**src/rtl/u8sd_pkg.sv**
```systemverilog
// Shared types, constants and helpers of the UTF-8 stream decoder.
package u8sd_pkg;

  // Longest sequence accepted, in bytes (4 to 6).
  localparam int MAX_SEQ_BYTES = 6;

  // Token queue between the classifier and the sequencer.
  localparam int FIFO_DEPTH = 2;
  localparam int FIFO_AW    = $clog2(FIFO_DEPTH);

  // Widths of the decoder state and the result fields.
  localparam int ACC_W  = 31;
  localparam int CP_W   = 21;
  localparam int KIND_W = 2;
  localparam int REM_W  = 3;

  // Result kinds.
  localparam logic [KIND_W-1:0] KIND_VALID = 2'd0;
  localparam logic [KIND_W-1:0] KIND_ERROR = 2'd1;
  localparam logic [KIND_W-1:0] KIND_EOF   = 2'd2;

  // Code point limits.
  localparam logic [ACC_W-1:0] CP_MAX     = 31'h0010_FFFF;
  localparam logic [CP_W-1:0]  CP_ERR     = 21'h00_FFFD;
  localparam logic [ACC_W-1:0] SURR_LO    = 31'h0000_D800;
  localparam logic [ACC_W-1:0] SURR_HI    = 31'h0000_DFFF;
  localparam logic [ACC_W-1:0] NONCHAR_LO = 31'h0000_FDD0;
  localparam logic [ACC_W-1:0] NONCHAR_HI = 31'h0000_FDEF;
  localparam logic [15:0]      NONCHAR_FE = 16'hFFFE;

  // Byte class that the front end assigns to each input transaction.
  typedef enum logic [2:0] {
    CLS_EOF   = 3'd0,
    CLS_CONT  = 3'd1,
    CLS_LEAD1 = 3'd2,
    CLS_LEADN = 3'd3,
    CLS_BAD   = 3'd4
  } cls_t;

  // One classified byte as it travels through the queue.
  typedef struct packed {
    cls_t              cls;
    logic [REM_W-1:0]  rem;      // continuation bytes that a multibyte lead opens
    logic [7:0]        payload;  // masked payload bits of the byte
  } token_t;

  // Sequence length of a lead byte: 1 to 6, or 0 for an invalid lead.
  function automatic logic [REM_W-1:0] lead_length(input logic [7:0] b);
    logic [REM_W-1:0] len;
    len = '0;
    casez (b)
      8'b0???????: len = 3'd1;
      8'b10??????: len = 3'd0;
      8'b110?????: len = 3'd2;
      8'b1110????: len = 3'd3;
      8'b11110???: len = 3'd4;
      8'b111110??: len = 3'd5;
      8'b1111110?: len = 3'd6;
      default:     len = 3'd0;
    endcase
    return len;
  endfunction

  // Payload mask of a lead byte of the given length.
  function automatic logic [7:0] lead_mask(input logic [REM_W-1:0] len);
    logic [7:0] m;
    case (len)
      3'd2:    m = 8'h1F;
      3'd3:    m = 8'h0F;
      3'd4:    m = 8'h07;
      3'd5:    m = 8'h03;
      default: m = 8'h01;
    endcase
    return m;
  endfunction

  // Check a finished multibyte value for range, surrogates and noncharacters.
  function automatic logic value_ok(input logic [ACC_W-1:0] v);
    return (v <= CP_MAX)
        && ((v[15:0] & NONCHAR_FE) != NONCHAR_FE)
        && ((v < SURR_LO) || (v > SURR_HI))
        && ((v < NONCHAR_LO) || (v > NONCHAR_HI));
  endfunction

endpackage

```
**src/rtl/u8sd_if.sv**
```systemverilog
// Handshake interfaces of the byte input channel and the result channel.
interface u8sd_in_if;
  logic       valid;
  logic       ready;
  logic [7:0] data_byte;
  logic       end_of_file;

  modport source (output valid, output data_byte, output end_of_file, input ready);
  modport sink   (input valid, input data_byte, input end_of_file, output ready);
endinterface

interface u8sd_out_if;
  logic                        valid;
  logic                        ready;
  logic [u8sd_pkg::CP_W-1:0]   code_point;
  logic [u8sd_pkg::KIND_W-1:0] kind;

  modport source (output valid, output code_point, output kind, input ready);
  modport sink   (input valid, input code_point, input kind, output ready);
endinterface

```
**src/rtl/utf8_stream_decoder.sv**
```systemverilog
// Top level of the UTF-8 stream decoder: classifier, token queue, sequencer.
//
//   channel  dir  payload                          transaction
//   in_ch    in   data_byte[7:0], end_of_file      valid && ready
//   out_ch   out  code_point[20:0], kind[1:0]      valid && ready
//
// One byte per cycle sustained while out_ch is ready; a byte passes the classifier
// stage and the queue before the sequencer registers its result.
// The sequencer step (six-bit shift and code point check) sets the rate.
// Synchronous active-low reset clears the sequence state and empties the queue.
// A stall on out_ch backs up through the queue to in_ch; each side stalls on its own.
module utf8_stream_decoder (
  input  logic       clk,
  input  logic       rst_n,
  u8sd_in_if.sink    in_ch,
  u8sd_out_if.source out_ch
);

  logic             f_valid, f_ready;
  u8sd_pkg::token_t f_tok;
  logic             b_valid, b_ready;
  u8sd_pkg::token_t b_tok;

  u8sd_front u_front (
    .clk       (clk),
    .rst_n     (rst_n),
    .in_ch     (in_ch),
    .tok_valid (f_valid),
    .tok_ready (f_ready),
    .tok       (f_tok)
  );

  u8sd_fifo u_fifo (
    .clk        (clk),
    .rst_n      (rst_n),
    .push_valid (f_valid),
    .push_ready (f_ready),
    .push_tok   (f_tok),
    .pop_valid  (b_valid),
    .pop_ready  (b_ready),
    .pop_tok    (b_tok)
  );

  u8sd_back u_back (
    .clk       (clk),
    .rst_n     (rst_n),
    .tok_valid (b_valid),
    .tok_ready (b_ready),
    .tok       (b_tok),
    .out_ch    (out_ch)
  );

endmodule

```
**src/rtl/u8sd_front.sv**
```systemverilog
// Front end: accept input bytes, classify them and register one token.
module u8sd_front (
  input  logic             clk,
  input  logic             rst_n,
  u8sd_in_if.sink          in_ch,
  output logic             tok_valid,
  input  logic             tok_ready,
  output u8sd_pkg::token_t tok
);

  logic             tok_v_r;
  logic             tok_v_nxt;
  u8sd_pkg::token_t tok_r;
  u8sd_pkg::token_t tok_nxt;
  logic [u8sd_pkg::REM_W-1:0] len;
  logic             take;

  // Accept while the stage is empty or drains this cycle.
  assign in_ch.ready = !tok_v_r || tok_ready;
  assign take        = in_ch.valid && in_ch.ready;

  // Classify the byte of the incoming transaction.
  always_comb begin
    len     = u8sd_pkg::lead_length(in_ch.data_byte);
    tok_nxt = '{cls: u8sd_pkg::CLS_BAD, rem: '0, payload: in_ch.data_byte};
    if (in_ch.end_of_file) begin
      tok_nxt.cls     = u8sd_pkg::CLS_EOF;
      tok_nxt.payload = '0;
    end else if (in_ch.data_byte[7:6] == 2'b10) begin
      tok_nxt.cls     = u8sd_pkg::CLS_CONT;
      tok_nxt.payload = {2'b00, in_ch.data_byte[5:0]};
    end else if (len == 3'd1) begin
      tok_nxt.cls = u8sd_pkg::CLS_LEAD1;
    end else if ((len != 3'd0) && (len <= u8sd_pkg::REM_W'(u8sd_pkg::MAX_SEQ_BYTES))) begin
      tok_nxt.cls     = u8sd_pkg::CLS_LEADN;
      tok_nxt.rem     = len - 3'd1;
      tok_nxt.payload = in_ch.data_byte & u8sd_pkg::lead_mask(len);
    end
  end

  // Hold the token until the queue takes it.
  always_comb begin
    tok_v_nxt = tok_v_r;
    if (take) begin
      tok_v_nxt = 1'b1;
    end else if (tok_ready) begin
      tok_v_nxt = 1'b0;
    end
  end

  always_ff @(posedge clk) begin
    if (!rst_n) begin
      tok_v_r <= 1'b0;
    end else begin
      tok_v_r <= tok_v_nxt;
    end
  end

  always_ff @(posedge clk) begin
    if (take) begin
      tok_r <= tok_nxt;
    end
  end

  assign tok_valid = tok_v_r;
  assign tok       = tok_r;

endmodule

```
**src/rtl/u8sd_fifo.sv**
```systemverilog
// Short token queue between the classifier and the sequencer.
module u8sd_fifo (
  input  logic             clk,
  input  logic             rst_n,
  input  logic             push_valid,
  output logic             push_ready,
  input  u8sd_pkg::token_t push_tok,
  output logic             pop_valid,
  input  logic             pop_ready,
  output u8sd_pkg::token_t pop_tok
);

  u8sd_pkg::token_t mem [u8sd_pkg::FIFO_DEPTH];
  logic [u8sd_pkg::FIFO_AW-1:0] wr_ptr_r, wr_ptr_nxt;
  logic [u8sd_pkg::FIFO_AW-1:0] rd_ptr_r, rd_ptr_nxt;
  logic [u8sd_pkg::FIFO_AW:0]   cnt_r, cnt_nxt;
  logic                         push, pop;

  assign push_ready = (cnt_r != (u8sd_pkg::FIFO_AW+1)'(u8sd_pkg::FIFO_DEPTH));
  assign pop_valid  = (cnt_r != '0);
  assign push       = push_valid && push_ready;
  assign pop        = pop_valid && pop_ready;
  assign pop_tok    = mem[rd_ptr_r];

  // Advance pointers and occupancy.
  always_comb begin
    wr_ptr_nxt = push ? wr_ptr_r + 1'b1 : wr_ptr_r;
    rd_ptr_nxt = pop  ? rd_ptr_r + 1'b1 : rd_ptr_r;
    cnt_nxt    = cnt_r;
    if (push && !pop) begin
      cnt_nxt = cnt_r + 1'b1;
    end else if (pop && !push) begin
      cnt_nxt = cnt_r - 1'b1;
    end
  end

  always_ff @(posedge clk) begin
    if (!rst_n) begin
      wr_ptr_r <= '0;
      rd_ptr_r <= '0;
      cnt_r    <= '0;
    end else begin
      wr_ptr_r <= wr_ptr_nxt;
      rd_ptr_r <= rd_ptr_nxt;
      cnt_r    <= cnt_nxt;
    end
  end

  // Store the pushed token.
  always_ff @(posedge clk) begin
    if (push) begin
      mem[wr_ptr_r] <= push_tok;
    end
  end

endmodule

```
**src/rtl/u8sd_back.sv**
```systemverilog
// Back end: run the sequence state over tokens and register the results.
module u8sd_back (
  input  logic             clk,
  input  logic             rst_n,
  input  logic             tok_valid,
  output logic             tok_ready,
  input  u8sd_pkg::token_t tok,
  u8sd_out_if.source       out_ch
);

  logic [u8sd_pkg::ACC_W-1:0]  acc_r, acc_nxt;
  logic [u8sd_pkg::REM_W-1:0]  rem_r, rem_nxt;
  logic                        out_v_r, out_v_nxt;
  logic [u8sd_pkg::CP_W-1:0]   cp_r, cp_nxt;
  logic [u8sd_pkg::KIND_W-1:0] kind_r, kind_nxt;
  logic [u8sd_pkg::ACC_W-1:0]  shifted;
  logic                        emit;
  logic                        pop;

  // Take a token when the output register is free or drains this cycle.
  assign tok_ready = !out_v_r || out_ch.ready;
  assign pop       = tok_valid && tok_ready;
  assign shifted   = {acc_r[u8sd_pkg::ACC_W-7:0], tok.payload[5:0]};

  // Step the sequence state for one token.
  always_comb begin
    acc_nxt  = acc_r;
    rem_nxt  = rem_r;
    emit     = 1'b0;
    cp_nxt   = u8sd_pkg::CP_ERR;
    kind_nxt = u8sd_pkg::KIND_ERROR;
    if (rem_r == '0) begin
      case (tok.cls)
        u8sd_pkg::CLS_EOF: begin
          emit     = 1'b1;
          cp_nxt   = '0;
          kind_nxt = u8sd_pkg::KIND_EOF;
        end
        u8sd_pkg::CLS_LEAD1: begin
          emit     = 1'b1;
          cp_nxt   = u8sd_pkg::CP_W'(tok.payload);
          kind_nxt = u8sd_pkg::KIND_VALID;
        end
        u8sd_pkg::CLS_LEADN: begin
          acc_nxt = u8sd_pkg::ACC_W'(tok.payload);
          rem_nxt = tok.rem;
        end
        default: begin
          emit = 1'b1;
        end
      endcase
    end else if (tok.cls == u8sd_pkg::CLS_CONT) begin
      acc_nxt = shifted;
      rem_nxt = rem_r - 1'b1;
      if (rem_r == 3'd1) begin
        emit = 1'b1;
        if (u8sd_pkg::value_ok(shifted)) begin
          cp_nxt   = shifted[u8sd_pkg::CP_W-1:0];
          kind_nxt = u8sd_pkg::KIND_VALID;
        end
      end
    end else begin
      // Drop the sequence on a missing continuation or an early end of file.
      emit = 1'b1;
    end
    if (emit) begin
      acc_nxt = '0;
      rem_nxt = '0;
    end
  end

  // Hold a result until the sink takes it.
  always_comb begin
    out_v_nxt = out_v_r;
    if (pop && emit) begin
      out_v_nxt = 1'b1;
    end else if (out_ch.ready) begin
      out_v_nxt = 1'b0;
    end
  end

  always_ff @(posedge clk) begin
    if (!rst_n) begin
      acc_r   <= '0;
      rem_r   <= '0;
      out_v_r <= 1'b0;
    end else begin
      out_v_r <= out_v_nxt;
      if (pop) begin
        acc_r <= acc_nxt;
        rem_r <= rem_nxt;
      end
    end
  end

  always_ff @(posedge clk) begin
    if (pop && emit) begin
      cp_r   <= cp_nxt;
      kind_r <= kind_nxt;
    end
  end

  assign out_ch.valid      = out_v_r;
  assign out_ch.code_point = cp_r;
  assign out_ch.kind       = kind_r;

endmodule
```
**src/flat_wrapper.sv**
```systemverilog
// flat-port wrapper written by rule: the top's interface ports become plain ports
module utf8_stream_decoder_flat 
  (clk, rst_n, in_ch_valid, in_ch_data_byte, in_ch_end_of_file, in_ch_ready, out_ch_valid, out_ch_code_point, out_ch_kind, out_ch_ready);
  u8sd_in_if in_ch_i ();
  u8sd_out_if out_ch_i ();
  input  logic clk;
  input  logic rst_n;
  input wire logic [$bits(in_ch_i.valid)-1:0] in_ch_valid;
  input wire logic [$bits(in_ch_i.data_byte)-1:0] in_ch_data_byte;
  input wire logic [$bits(in_ch_i.end_of_file)-1:0] in_ch_end_of_file;
  output wire logic [$bits(in_ch_i.ready)-1:0] in_ch_ready;
  output wire logic [$bits(out_ch_i.valid)-1:0] out_ch_valid;
  output wire logic [$bits(out_ch_i.code_point)-1:0] out_ch_code_point;
  output wire logic [$bits(out_ch_i.kind)-1:0] out_ch_kind;
  input wire logic [$bits(out_ch_i.ready)-1:0] out_ch_ready;
  assign in_ch_i.valid = in_ch_valid;
  assign in_ch_i.data_byte = in_ch_data_byte;
  assign in_ch_i.end_of_file = in_ch_end_of_file;
  assign in_ch_ready = in_ch_i.ready;
  assign out_ch_valid = out_ch_i.valid;
  assign out_ch_code_point = out_ch_i.code_point;
  assign out_ch_kind = out_ch_i.kind;
  assign out_ch_i.ready = out_ch_ready;
  utf8_stream_decoder u_core (.clk(clk), .rst_n(rst_n), .in_ch(in_ch_i), .out_ch(out_ch_i));
endmodule
```
**config.mk**
```make
export PLATFORM = sky130hd
export DESIGN_NAME = utf8_stream_decoder_flat
export DESIGN_NICKNAME = d
export VERILOG_FILES = /design/src/rtl/u8sd_pkg.sv /design/src/rtl/u8sd_if.sv /design/src/rtl/utf8_stream_decoder.sv /design/src/rtl/u8sd_front.sv /design/src/rtl/u8sd_fifo.sv /design/src/rtl/u8sd_back.sv /design/src/flat_wrapper.sv
export SDC_FILE = /design/constraint.sdc
export NUM_CORES = 1
export LEC_CHECK = 0
export ABC_AREA = 1
export CORE_MARGIN = 3
export CORE_UTILIZATION = 60
export CTS_CLUSTER_DIAMETER = 60
export DETAILED_ROUTE_END_ITERATION = 16
export DONT_BUFFER_PORTS = 1
export PLACE_DENSITY = 0.79
export SLEW_MARGIN = 20
export SYNTH_ARGS = -nofsm -noshare
export SYNTH_HDL_FRONTEND = slang
export SYNTH_SLANG_ARGS = --single-unit
```
**constraint.sdc**
```tcl
create_clock -name clk -period 3.56 [get_ports clk]
set_input_delay 0.178 -clock clk [delete_from_list [all_inputs] [get_ports clk]]
set_output_delay 0.178 -clock clk [all_outputs]
set_load 0.02 [all_outputs]
```
---- Word-level counts from Yosys, hierarchy flattened ----
Memory sizes are Yosys's and may differ from the RTL's. A register that Yosys moved wholly into a read port is not among the register bits.
Cells that the tools add are included.
storage, ports and cells
  memories ................................ 1
  output and inout bits ................... 25
  logic and storage cells ................. 122
  memory bits (read-only) ................. 0
  flip-flop bits (word level) ............. 71
  latch bits .............................. 0
  bits of input ports ..................... 13
  RAM bits ................................ 28
cells by class
  muxes and demuxes ....................... 43
  shift operators ......................... 0
  $lt $le $gt $ge ......................... 6
  add/sub/neg operators ................... 6
  reductions and logical operators ........ 30
  equal/unequal tests ..................... 18
  $mul .................................... 0
  divide/modulo/power cells ............... 0
  bitwise gates (word level) .............. 3
memory list
  name               depth  width  read ports  clocked after Yosys merged registers in  wr ports  line             RTL
  u_core.u_fifo.mem  2      14     1           1                                        1         u8sd_fifo.sv:13  u8sd_pkg::token_t mem [u8sd_pkg::FIFO_DEPTH];
operators by type and width
  kind                    count
  $mux W25                4
  $mux W21                4
  $gt A31 B16 Y1 const B  2
  $lt A31 B16 Y1 const B  2
  $mux W8                 5
  $pmux W16 S2            1
  $le A31 B21 Y1 const B  1
  $pmux W5 S4             1
  $pmux W3 S6             1
  $mux W1                 16
  $ne A15 B15 Y1 const B  1
  $mux W14                1
  $eq A3 B2 Y1 const B    4
  $mux W3                 4
  $logic_and A1 B1 Y1     10
  $eq A3 B1 Y1 const B    3
  $eq A3 B3 Y1 const B    3
  $and A8 B8 Y8           1
  $mux W2                 4
  $reduce_bool A2 Y1      4
  $eq A7 B7 Y1 const B    1
  $eq A6 B6 Y1 const B    1
  $logic_not A3 Y1        2
  $mux W6                 1
  other kinds (19)        29

---- Logic depth before layout (Yosys ltp) ----
  depth after elaboration ................. 12
  mapped depth ............................ 15
  gate-level depth less buffers ........... 13

---- Modules after synthesis ----
A second synthesis with hierarchy kept.
unflattened totals
  cells, all modules ...................... 481
  area, all modules ....................... 4603.2 um^2
by module, submodules not included
  module      seq. area each (um^2)  area each (um^2)  instances  cells an instance
  u8sd_back   1271.2                 2552.4            1          308
  u8sd_fifo   940.9                  1252.5            1          80
  u8sd_front  440.4                  798.3             1          93

---- Worst setup path after synthesis ----
Ideal clock, no wire load.
  path type ............................... register to register
  start point ............................. reg u_core.u_back.rem_r[0] (netlist bit)
  end point ............................... reg u_core.u_back.rem_r[1] (netlist bit)
  buffers on the path ..................... 0
  cell stages (with the launch flop) ...... 12
  clock period less this slack ............ 2.572 ns
  library setup time ...................... 0.117 ns
  required time ........................... 3.443 ns
  path slack .............................. 0.988 ns
  arrival time ............................ 2.455 ns
  path through ............................ dfxtp_1 -> inv_1 -> ha_1 -> inv_1 -> nor2_2 -> nor2_1 -> nand3_1 -> nand2_2 -> nor2_1 -> inv_1 -> o2111ai_1 -> inv_1
on the way
  longest elaborated chain between the ends .. 6
  elaborated cells between the ends (all ways) .. 12
  classes of those cells .................. add/sub: 1; eq/ne: 2; mux: 6; reduce/logical: 3
ends and longest elaborated chain
  element                                                       line             RTL
  start: declaration                                            u8sd_back.sv:12  logic [u8sd_pkg::REM_W-1:0] rem_r, rem_nxt;
  start signal: assignment                                      u8sd_back.sv:91  rem_r <= rem_nxt;
  $eq A3 B1 Y1                                                  u8sd_back.sv:55  if (rem_r == 3'd1) begin
  $mux W1                                                       u8sd_back.sv:55
  $mux W1                                                       u8sd_back.sv:52  end else if (tok.cls == u8sd_pkg::CLS_CONT) begin
  $mux W1                                                       u8sd_back.sv:32  if (rem_r == '0) begin
  $ne A3 B2 Y1 (no line) or $reduce_bool A3 Y1 (tied branches)  --
  $reduce_and A3 Y1 (no line)                                   --
Parallel ways exist; a longest one is shown, timed or not. The select of a mux whose other input is x is not followed.
A chain may end at the register's enable or synchronous reset.

==> impl_metrics.env <==
export IMPL_start_util=0.625
export IMPL_cp_max_fo=27
export IMPL_grt_setup_unrepaired="false"
export IMPL_numCtsBuffers=9
export IMPL_drt_iter0_drc=315
export IMPL_cts_path_max_buffers=2
export IMPL_cts_sink_count=100
export IMPL_netlist_area_um2=4580
export IMPL_synth_top_area_share=0.426
export IMPL_clkLatencyLatePin_ns=0.37
export IMPL_fin_crit_sh=0.735
export IMPL_cts_tree="done"
export IMPL_syn_avg_cell_area_um2=8.97
export IMPL_synth_xor_area_frac=0
export IMPL_dieHeight_um=93.4
export IMPL_drt_total_wl_um=8750
export IMPL_synthMuxAreaShare=0
export IMPL_place_hpwl_um=6060
export IMPL_synth_edf_count=65
export IMPL_cts_root_buffer="clkbuf_8"
export IMPL_vias_per_cell=5.55
export IMPL_yosysWarnings=0
export IMPL_gp_congestion=0.949
export IMPL_synth_most_common_cell="nand2_1"
export IMPL_grt_antenna_before_repair=0
export IMPL_antennaDiodeCount=0
export IMPL_worstPathArrival_ns=2.67
export IMPL_synth_top_family_by_area="simple AND/OR/NAND/NOR gates"
export IMPL_syn_inst=511
export IMPL_tightest_slew_ns=0.834
export IMPL_crit_slowest_cell="dfxtp_1"
export IMPL_hp_class="in2reg"
export IMPL_routedWlPerCell_um=14.2
export IMPL_multiInputGateArea_um2=1610
export IMPL_drc_errors=0
export IMPL_final_nets=534
export IMPL_synth_top_area_cell="edfxtp_1"
export IMPL_async_reset_ff_frac=0
export IMPL_layout_setup_ws_ns=0.945
export IMPL_synthSimpleGateAreaFrac=0.239
export IMPL_sequential_cell_area_um2=2650
export IMPL_path_common_cell="nand2_2"
export IMPL_critical_path_max_stage_delay_ns=0.81
export IMPL_core_area_um2=7330
export IMPL_max_clock_freq_mhz=382
export IMPL_drive_gt1_frac=0.0911
export IMPL_ctsHtreeMaxLevel=3
export IMPL_ys_top_cells_by_area="edfxtp_1 43%, dfxtp_1 15%, nand2_1 10%"
export IMPL_clkTransAtPathRegs_ns=0.09
export IMPL_outcome="finished, final reports clean"
export IMPL_cts_repair_resized=0
export IMPL_max_vdd_ir_drop_uv=506
export IMPL_yosys_top_cells_count="122 x nand2_1, 65 x edfxtp_1, 59 x inv_1"
export IMPL_grt_ovfl_total=0
export IMPL_gr_usage_all_layers=0.214
export IMPL_fin_crit_ns=2.62
export IMPL_first_pass_iters=5
export IMPL_io_pins=38
export IMPL_post_cts_buffers=0
export IMPL_first_global_vias=3248
export IMPL_crit_family="simple AND/OR/NAND/NOR gates"
export IMPL_finalHoldViolCount=0
export IMPL_fp_row_count=31
export IMPL_yosysUniqueCellTypes=29
export IMPL_nFillCells=565
export IMPL_yosys_area_share_adder=0.0273
export IMPL_fin_tns_setup_ns=0
export IMPL_syn2layout_area_growth_pct=6.72
export IMPL_synth_compound_area_frac=0.0827
export IMPL_grt_first_pass_wirelength_um=14600
export IMPL_antenna_left=0
export IMPL_synth_seq_cells=100
export IMPL_crit_chain="inv_2 > nand2_1 > nand2_2 > nand3_1 > nand2_2 > nor2_2 > buf_4"
export IMPL_routed_via_count=3412
export IMPL_dpl_worst_slack_ns=0.958
export IMPL_die_width_um=93.4
export IMPL_power_density_nw_per_um2=707
export IMPL_seq_area_frac_synth=0.579
export IMPL_grt_max_degree=32
export IMPL_setup_viol=0
export IMPL_critPathKind="reg2reg"
export IMPL_critPathCaptureType="flip-flop"
export IMPL_cp_data_required_time_ns=3.62
export IMPL_io_buffers=0
export IMPL_p_leak_nw=1.83
export IMPL_drv_cap=0
export IMPL_maxSlewHeadroom=0.444
export IMPL_crit_buf_inv=2
export IMPL_synth_flop_cell="edfxtp_1"
export IMPL_skew_ns=0.00975
export IMPL_synth_net_count=534
export IMPL_fp_dieArea_um2=8720
export IMPL_slew_viol_final=0
export IMPL_worstSetupStartpointType="flip-flop"
-- metrics by stage --
stage                      util  power (mW)  instance area, um^2  cells  hold slack [ns]
after global placement    0.633        2.66                 4640    596            0.325
after CTS                 0.667        3.47                 4890    615           0.0175
final                     0.667        3.46                 4890    615           0.0311
after global routing      0.667        3.64                 4890    615           0.0364
after floorplan               -        2.52                 4580    511            0.296
after detailed placement  0.633        2.70                 4640    596            0.329
-- cells by family (layout without fill, tap and decap cells) --
| group | Yosys count | in the layout |
|---|---|---|
| and+or+nand+nor | 251 | 251 |
| DFF | 100 | 100 |
| buffers and inverters | 79 | 84 |
| AOI/OAI and AO/OA | 71 | 71 |
| adders and majority gates | 10 | 10 |
-- flip-flops by register name (all words and copies together) (netlist names), named ones only --
register and flops:
u_core.u_back.acc_r 25, u_core.u_back.out_ch.kind 2, u_core.u_fifo.mem 28, u_core.u_fifo.cnt_r 2, u_core.u_front.tok 14, u_core.u_back.rem_r 3, u_core.u_fifo.wr_ptr_r 1, u_core.u_back.out_ch.code_point 21
u_core.u_fifo.rd_ptr_r 1, u_core.u_back.out_ch.valid 1, u_core.u_front.tok_valid 1
-- placed cells by master (no fill, tap or decap), drive strengths merged, types with 5 or more instances in the layout --
| cell | count |
|---|---|
| a21oi | 42 |
| clkbuf | 10 |
| dfxtp | 35 |
| edfxtp | 65 |
| ha | 10 |
| inv | 65 |
| nand2 | 138 |
| nand3 | 24 |
| nand4 | 22 |
| nor2 | 61 |
| nor3 | 5 |
| o21ai | 21 |
-- final timing paths --
check                              from                                 end  slack (ns)  cells past startpoint
hold reg to reg   u_core.u_front.tok[6]             u_core.u_fifo.mem[0][6]        0.45                      0
setup reg to reg              flip-flop  u_core.u_back.out_ch.code_point[3]        0.94                      7
hold / removal       in_ch_data_byte[5]               u_core.u_front.tok[5]        0.03                      2
setup / recovery              flip-flop  u_core.u_back.out_ch.code_point[3]        0.94                      7
-- repair_timing --
action / 4_1_cts / 5_1_grt
hold buffers: 3 / 0
setup endpoints to repair: 0 / 0
hold endpoints to repair: 12 / 0
-- where the power goes --
group | internal, mW | switching, mW
registers | 1.54 | 0.285
logic | 0.217 | 0.638
clock network | 0.372 | 0.402
-- per-layer routing --
metal  wire [um]  vias up  track usage
li1            -     1695            -
met1        3700     1566        0.275
met2        4310      140        0.356
met3         593       11       0.0418
met4         143        0       0.0867
met5           0        -            0
-- final cells by class --
cell class	instances	area share
timing repair buffer	6	0.0107
clock inverter	6	0.0138
inverter	62	0.0476
multi-input combinational	332	0.330
tap	99	0.0253
clock buffer	10	0.0305
sequential	100	0.542
No activity file was read; power rests on OpenSTA's default activity.
